$ cat config.mk
export PLATFORM = sky130hd
export DESIGN_NAME = imhq_ram
export DESIGN_NICKNAME = d
export VERILOG_FILES = /design/src/imhq_ram.sv
export SDC_FILE = /design/constraint.sdc
export NUM_CORES = 1
export LEC_CHECK = 0
export BUFFER_PORTS_ARGS = -buffer_cell sky130_fd_sc_hd__buf_2
export CELL_PAD_IN_SITES_DETAIL_PLACEMENT = 1
export CELL_PAD_IN_SITES_GLOBAL_PLACEMENT = 2
export CORE_AREA = 3 3 126 128
export CTS_CLUSTER_SIZE = 40
export DETAILED_ROUTE_END_ITERATION = 10
export DIE_AREA = 0 0 129 131
export GPL_ROUTABILITY_DRIVEN = 0
export PLACE_DENSITY = 0.71
export SKIP_CTS_REPAIR_TIMING = 1
export SYNTH_ARGS = -nofsm -noshare
export SYNTH_HDL_FRONTEND = slang
export SYNTH_SLANG_ARGS = --single-unit
$ cat constraint.sdc
create_clock -name clk -period 1.77 [get_ports clk]
set_clock_uncertainty 0.1 [all_clocks]
set_input_delay 0.177 -clock clk [delete_from_list [all_inputs] [get_ports clk]]
set_output_delay 0.177 -clock clk [all_outputs]
set_load 0.05 [all_outputs]
$ cat src/imhq_ram.sv
// Generic single-port-write, single-port-read RAM with registered read.
`default_nettype none
module imhq_ram #(
  parameter int unsigned WIDTH = 8,
  parameter int unsigned DEPTH = 16
) (
  input  wire logic                     clk,
  input  wire logic                     we,
  input  wire logic [$clog2(DEPTH)-1:0] waddr,
  input  wire logic [WIDTH-1:0]         wdata,
  input  wire logic [$clog2(DEPTH)-1:0] raddr,
  output logic      [WIDTH-1:0]         rdata
);
  logic [WIDTH-1:0] mem [DEPTH];

  always_ff @(posedge clk) begin
    if (we) begin
      mem[waddr] <= wdata;
    end
    rdata <= mem[raddr];
  end
endmodule
`default_nettype wire

==> impl_metrics.json, run 1 <==
{
  "utilization_pct": 41.2,
  "power_leakage_nw": 2.09,
  "drc": 0,
  "row_count": 45,
  "first_pass_iters": 4,
  "hp-class": "primary input to flip-flop",
  "max_slew.worst_pin.slew_ns": 0.415,
  "fmax_mhz": 692,
  "grt_pass1_wl_um": 15600,
  "dr_total_vias": 2430,
  "synth_cell_types": 19,
  "rsz0062_at_grt": "no",
  "irDropWorstVdd_mv": 0.693,
  "insertion_delay_ns": 0.41,
  "path_buf_inv": 0,
  "min-delay-start": "wdata[7]",
  "sequentialPowerShare_pct": 50.3,
  "io_pins": 26,
  "place_inst": 454,
  "outcome": "finished clean",
  "crit_type": "flip-flop to flip-flop",
  "drt-wirelength-per-cell_um": 20.9,
  "hold_violations": 0,
  "p_comb_share_pct": 5.7,
  "viasPerCell": 5.00,
  "drt-initial-drc-count": 229,
  "avgSynthCellArea_um2": 22.5,
  "reg2reg_from": "mem[10][6]",
  "antenna_left": 0,
  "setup_viol_count_final": 0,
  "setup.worst_path.start": "mem[10][6]",
  "syn2layout_area_growth_pct": 20.0,
  "antenna_found_initial": 0,
  "grt_max_degree": 33,
  "arrival_ns": 1.63,
  "critPathLaunchType": "flip-flop",
  "routed-wl-met3_um": 333,
  "final_cells": 486,
  "dieHeight_um": 131,
  "syn_nets": 247,
  "layout_common_cells": "128 x edfxtp_1, 25 x buf_2, 18 x mux4_2, 18 x buf_4, 17 x clkbuf_16",
  "cts_sinks": 136,
  "cts_tree": "done",
  "cts-buffers-inserted": 17,
  "finalPower_mw": 7.22,
  "layout-drive-gt1-share_pct": 32.6,
  "layout.nets": 303,
  "yosysTopAreaCell": "edfxtp_1",
  "p_switching_mw": 1.56,
  "layout_commonest_cell": "edfxtp_1",
  "wl_met1_um": 4570,
  "worstPathRequired_ns": 1.96,
  "drv_slew": 0,
  "start_util_pct": 34.4,
  "clock-root-buffer": "clkbuf_16",
  "clk_path_buf_depth": 2,
  "antenna_cells": 0,
  "post-route-period-util_pct": 81.6,
  "final_area_um2": 6170,
  "switching_share_pct": 21.6,
  "p_int_mw": 5.66,
  "top_layer": "met4",
  "netlist_area_um2": 5150,
  "max-cap-violations": 0,
  "die_w_um": 129,
  "track_usage_pct": 13.1,
  "dpl_cell_area_um2": 5640,
  "met2_length_um": 5030,
  "htree_levels": 4,
  "synthTopCellsByArea": "edfxtp_1 75%, mux4_2 7.9%, mux4_1 7.1%, dfxtp_1 3.1%, a22oi_1 2.3%",
  "clkTransAtPathRegs_ns": 0.06,
  "power.density_nw_per_um2": 1170,
  "slowest_stage": "mux4_2",
  "fill_cells": 1427,
  "totalWireLength_um": 10200,
  "max_stage_delay_ns": 0.47,
  "first_global_vias": 2652,
  "portBuffers": 25,
  "fin_tns_setup_ns": 0,
  "path_cells": "mux4_2 -> a22oi_1 -> nand2_1",
  "ys_ff_latch": 136,
  "seq_area_frac_synth_pct": 77.8,
  "crit_family": "multiplexers",
  "cp-end-kind": "flip-flop",
  "path_max_fanout": 1,
  "core_area_um2": 15000,
  "grt_overflow": 0,
  "synth_warnings": 0,
  "post-synth-top-area-fraction_pct": 74.7,
  "fp.dieArea_um2": 16900,
  "period_needed_ns": 1.44,
  "dp_hpwl_um": 6730,
  "slew_headroom_pct": 72.3,
  "syn_inst": 229,
  "pwr-share-clk_pct": 44.0
}
==> flip-flops by register name (all words and copies together) (netlist names) <==
register	cells
mem	128
rdata	8
==> power by group through the flow <==
stage / clock network, mW / registers, mW / logic, mW
global placement: 0 / 3.69 / 0.409
detailed placement: 0 / 3.69 / 0.418
CTS: 3.25 / 3.63 / 0.419
global route: 3.40 / 3.63 / 0.445
finish: 3.18 / 3.63 / 0.410
floorplan: 0 / 3.76 / 0.183
==> routing by layer <==
metal / global-route usage, % / up-vias
met3: 3.58 / 18
met2: 20.5 / 49
li1: - / 1080
met4: 6.42 / 0
met1: 16.8 / 1283
met5: 0 / -
==> Yosys cell counts <==
library cell	n
nor2b_1	1
buf_2	3
nand3b_1	2
and2_1	1
edfxtp_1	128
nand2_1	9
a22oi_1	16
or3b_2	1
clkdlybuf4s25_2	3
buf_4	1
and2b_1	1
mux4_2	18
nor3_1	4
nor2_1	13
dfxtp_1	8
nand2b_1	2
nand3_1	1
mux4_1	14
buf_6	3
==> metrics by stage <==
step / hold WS, ns / setup WS, ns
3_3_place_gp: 0.465 / 0.0835
2_1_floorplan: 0.176 / 0.000126
5_1_grt: 0.0444 / 0.244
3_5_place_dp: 0.477 / 0.0746
6_report: 0.0438 / 0.326
4_1_cts: 0.0349 / 0.304
==> path summary, 6_finish.rpt <==
check / endpoint / slack [ns] / cells past startpoint
worst max register to register: rdata[6] / 0.33 / 3
worst min-delay path: mem[5][7] / 0.04 / 1
worst max-delay path: rdata[6] / 0.33 / 3
worst min register to register: rdata[4] / 0.57 / 3
==> cells by family (layout without fill, tap and decap cells) <==
| group | count (synthesis) | count (layout) | share of synthesized area, % |
|---|---|---|---|
| and+or+nand+nor | 35 | 35 | 3.18 |
| AOI/OAI and AO/OA | 16 | 16 | 2.33 |
| DFF | 136 | 136 | 77.8 |
| muxes | 32 | 32 | 15.0 |
| buffers and inverters | 10 | 79 | 1.68 |
==> cell type report <==
type	instances	area (um^2)	share of cell area (%)
sequential	136	4000	64.8
multi-input combinational	83	1060	17.1
clock buffer	17	425	6.89
timing repair buffer	47	340	5.51
tap	188	235	3.81
clock inverter	15	113	1.82
(Power assumes the default switching activity.)
==> run 2, diff against run 1 <==
- PLACE_DENSITY: 0.71 -> 0.69
- clock period: 1.77 -> 1.4 ns (I/O delays scaled with it)
==> run 2 against run 1 <==
- sequential share of layout area down 1.5 points
- clock power up 32%
- setup slack worse by 0.30 ns
- die area unchanged
- largest power group unchanged
==> impl_metrics.json, run 2 (synthesized netlist as in run 1, its figures left out) <==
{
  "met2_length_um": 5380,
  "viasPerCell": 5.07,
  "power_leakage_nw": 2.13,
  "whs_path_depth": 1,
  "reg_top3": "mem: 128 flops, rdata: 8 flops",
  "track_usage_pct": 13.9,
  "irDropWorstVdd_mv": 0.822,
  "max_slew.worst_pin.slew_ns": 1.00,
  "worst_slack_ns": 0.0305,
  "clk_path_buf_depth": 2,
  "cts_tree": "done",
  "dp_hpwl_um": 7280,
  "path_max_fanout": 1,
  "drt-wirelength-per-cell_um": 22.2,
  "drt-initial-drc-count": 230,
  "layout.nets": 315,
  "antenna_found_initial": 0,
  "max_stage_delay_ns": 0.53,
  "hold_violations": 0,
  "layout_commonest_cell": "edfxtp_1",
  "clkTransAtPathRegs_ns": 0.06,
  "reg2regPathDepth": 3,
  "grt_max_degree": 20,
  "final_area_um2": 6320,
  "pre_cts_ws_ns": -0.288,
  "layout_common_cells": "128 x edfxtp_1, 28 x mux4_2, 28 x buf_4, 25 x buf_2, 17 x clkbuf_16",
  "arrival_ns": 1.57,
  "antenna_cells": 0,
  "drv_slew": 0,
  "path_cells": "mux4_2 -> a22oi_2 -> nand2_1",
  "wl_met1_um": 4820,
  "insertion_delay_ns": 0.41,
  "core_area_um2": 15000,
  "syn2layout_area_growth_pct": 22.8,
  "io_pins": 26,
  "power.density_nw_per_um2": 1480,
  "htree_levels": 4,
  "cts_sinks": 136,
  "cp.depth": 3,
  "layout-drive-gt1-share_pct": 41.3,
  "setup_viol_count_final": 0,
  "path_buf_inv": 0,
  "row_count": 45,
  "fmax_mhz": 730,
  "first_global_vias": 2695,
  "final_cells": 498,
  "critPathLaunchType": "flip-flop",
  "dr_total_vias": 2524,
  "antenna_left": 0,
  "fp.dieArea_um2": 16900,
  "totalWireLength_um": 11100,
  "worstPathRequired_ns": 1.60,
  "dpl_cell_area_um2": 5750,
  "top_layer": "met4",
  "drc": 0,
  "grt_pass1_wl_um": 16600,
  "cts-buffers-inserted": 17,
  "slew_headroom_pct": 32.9,
  "cp-end-kind": "flip-flop",
  "outcome": "finished clean",
  "rsz0062_at_grt": "yes",
  "start_util_pct": 34.4,
  "max-cap-violations": 0,
  "place_inst": 465,
  "crit_family": "multiplexers",
  "fin_tns_setup_ns": 0,
  "die_w_um": 129,
  "largest-register": "mem",
  "dieHeight_um": 131,
  "routed-wl-met3_um": 760,
  "period_needed_ns": 1.37,
  "portBuffers": 25,
  "crit_type": "flip-flop to flip-flop",
  "largest_reg_flops": 128,
  "hp-class": "primary input to flip-flop",
  "post-route-period-util_pct": 97.8,
  "grt_overflow": 0,
  "first_pass_iters": 4,
  "slowest_stage": "mux4_2",
  "clock-root-buffer": "clkbuf_16"
}
==> run 2: path summary, 6_finish.rpt <==
kind / startpoint / endpoint / slack (ns)
worst min-delay path: wdata[2] / mem[4][2] / 0.02
worst max-delay path: mem[7][0] / rdata[0] / 0.03
worst min register to register: mem[14][0] / rdata[0] / 0.58
worst max register to register: mem[7][0] / rdata[0] / 0.03
==> run 2: worst reg2reg max path, delay by kind of cell, from the launching register on <==
family / cells / cell delay, ns
mux: 1 / 0.53
flops: 1 / 0.36
simple gates: 1 / 0.09
compound gates: 1 / 0.18
==> run 2: metrics by stage <==
step	total power [mW]	utilization, %	hold WS, ns
after floorplan	4.98	-	0.139
after global placement	5.20	38.4	0.418
after detailed placement	5.22	38.4	0.439
after CTS	9.44	42.2	-0.0124
after global routing	9.69	42.2	0.00688
final	9.35	42.2	0.0151
==> run 2: layout make-up <==
class / count / area [um^2]
clock buffers: 17 / 425
clock inverters: 15 / 143
fillers: 1433 / 8650
multi-input cells: 83 / 1070
flip-flops and latches: 136 / 4000
well taps: 188 / 235
repair buffers: 59 / 445
==> run 2: report_power, final <==
group | switching [mW] | internal (mW)
clock network | 1.73 | 2.47
registers | 0.0285 | 4.55
logic | 0.347 | 0.221
==> run 2: routing by layer <==
metal / GRT usage (%) / vias up
met4: 4.82 / 0
met1: 18.9 / 1330
met3: 4.02 / 9
li1: - / 1102
met2: 21.5 / 83
met5: 0 / -
==> run 3, diff against run 2 <==
- SETUP_SLACK_MARGIN: unset -> 0.2
==> run 3 against run 2 <==
- via count fell by 4.0%
- total power rose by 6.0%
- combinational power rose by 9.2%
- sequential power barely moved
==> impl_metrics.json, run 3 (synthesized netlist as in run 1, its figures left out) <==
{
  "outcome": "finished clean",
  "power_leakage_nw": 2.17,
  "timing.hold.ws_ns": 0.00994,
  "portBuffers": 25,
  "dieHeight_um": 131,
  "min-delay-start": "wdata[6]",
  "drc": 0,
  "cts_sinks": 136,
  "antenna_left": 0,
  "insertion_delay_ns": 0.41,
  "start_util_pct": 34.4,
  "post-route-period-util_pct": 99.0,
  "crit_type": "flip-flop to flip-flop",
  "rsz0062_at_grt": "yes",
  "power.density_nw_per_um2": 1510,
  "utilization_pct": 43.7,
  "htree_levels": 4,
  "final_area_um2": 6550,
  "core_area_um2": 15000,
  "first_global_vias": 2702,
  "layout_common_cells": "128 x edfxtp_1, 32 x mux4_2, 17 x clkbuf_16, 17 x buf_2, 17 x buf_4",
  "layout.nets": 310,
  "cp-end-kind": "flip-flop",
  "critPathLaunchType": "flip-flop",
  "largest_reg_flops": 128,
  "totalWireLength_um": 10400,
  "hold_violations": 0,
  "r2r_end": "rdata[0]",
  "clock-root-buffer": "clkbuf_16",
  "path_max_fanout": 1,
  "slew_headroom_pct": 31.9,
  "period_needed_ns": 1.39,
  "rrSetupSlack_ns": 0.01,
  "max_stage_delay_ns": 0.48,
  "whs_path_depth": 1,
  "first_pass_iters": 4,
  "layout_commonest_cell": "edfxtp_1",
  "layout-drive-gt1-share_pct": 45.2,
  "cts_tree": "done",
  "drv_slew": 0,
  "setup_viol_count_final": 0,
  "grt_pass1_wl_um": 15800,
  "worstPathRequired_ns": 1.59,
  "reg2reg_from": "mem[2][0]",
  "fp.dieArea_um2": 16900,
  "row_count": 45,
  "pre_cts_ws_ns": -0.368,
  "dp_hpwl_um": 6880,
  "clkTransAtPathRegs_ns": 0.06,
  "viasPerCell": 4.91,
  "antenna_cells": 0,
  "finalPower_mw": 9.91,
  "irDropWorstVdd_mv": 0.803,
  "track_usage_pct": 13.3,
  "path_buf_inv": 0,
  "arrival_ns": 1.58,
  "drt-wirelength-per-cell_um": 21.0,
  "grt_max_degree": 18,
  "crit_family": "multiplexers",
  "slowest_stage": "mux4_2",
  "hold-path-endpoint": "mem[5][6]",
  "max_slew.worst_pin.slew_ns": 1.02,
  "grt_overflow": 0,
  "antenna_found_initial": 0,
  "drt-initial-drc-count": 186,
  "dpl_cell_area_um2": 5840,
  "syn2layout_area_growth_pct": 27.2,
  "max-cap-violations": 0,
  "path_cells": "mux4_2 -> a22oi_2 -> nand2_1",
  "worst_slack_ns": 0.0135,
  "dr_total_vias": 2422,
  "fmax_mhz": 721,
  "clk_path_buf_depth": 2,
  "largest-register": "mem",
  "cts-buffers-inserted": 17,
  "reg2regPathDepth": 3,
  "die_w_um": 129,
  "hp-class": "primary input to flip-flop",
  "reg_top3": "mem: 128 flops, rdata: 8 flops",
  "io_pins": 26
}
==> run 3: area by class of cell <==
type	count	area [um^2]
clock buffer	24	492
multi-input combinational	83	1110
sequential	136	4010
clock inverter	8	143
timing repair buffer	54	562
tap	188	235
fill	1405	8430
==> run 3: worst max path at each step <==
stage / start / endpoint / slack, ns / depth (start not counted)
after detailed placement: raddr[0] / rdata[4] / -0.37 / 6
after floorplan: waddr[2] / mem[0][0] / 0.03 / 2
after global routing: mem[7][0] / rdata[0] / -0.06 / 3
final: mem[2][0] / rdata[0] / 0.01 / 3
after global placement: raddr[0] / rdata[4] / -0.37 / 6
after CTS: mem[0][0] / rdata[0] / -0.18 / 3
==> run 3: worst register-to-register path, stage by stage (launching register included) <==
cell and delay [ns]:
edfxtp_1 0.36, mux4_2 0.48, a22oi_2 0.24, nand2_1 0.09
==> run 3: stage by stage <==
stage,instances,TNS (ns)
2_1_floorplan,229,0
3_3_place_gp,461,-3.97
3_5_place_dp,461,-5.18
4_1_cts,493,-0.429
5_1_grt,493,-0.143
6_report,493,0
==> run 3: per-layer routing <==
metal | vias up | routed length (um) | global-route usage, %
met5 | - | 0 | 0
met4 | 0 | 166 | 5.37
met3 | 17 | 252 | 2.72
met2 | 41 | 5550 | 23.2
met1 | 1279 | 4410 | 16.1
li1 | 1085 | - | -
==> run 3: report_power, final <==
group / internal [mW] / total [mW] / switching, mW
sequential: 4.56 / 4.59 / 0.0296
combinational: 0.262 / 0.620 / 0.359
clock: 3.16 / 4.71 / 1.55
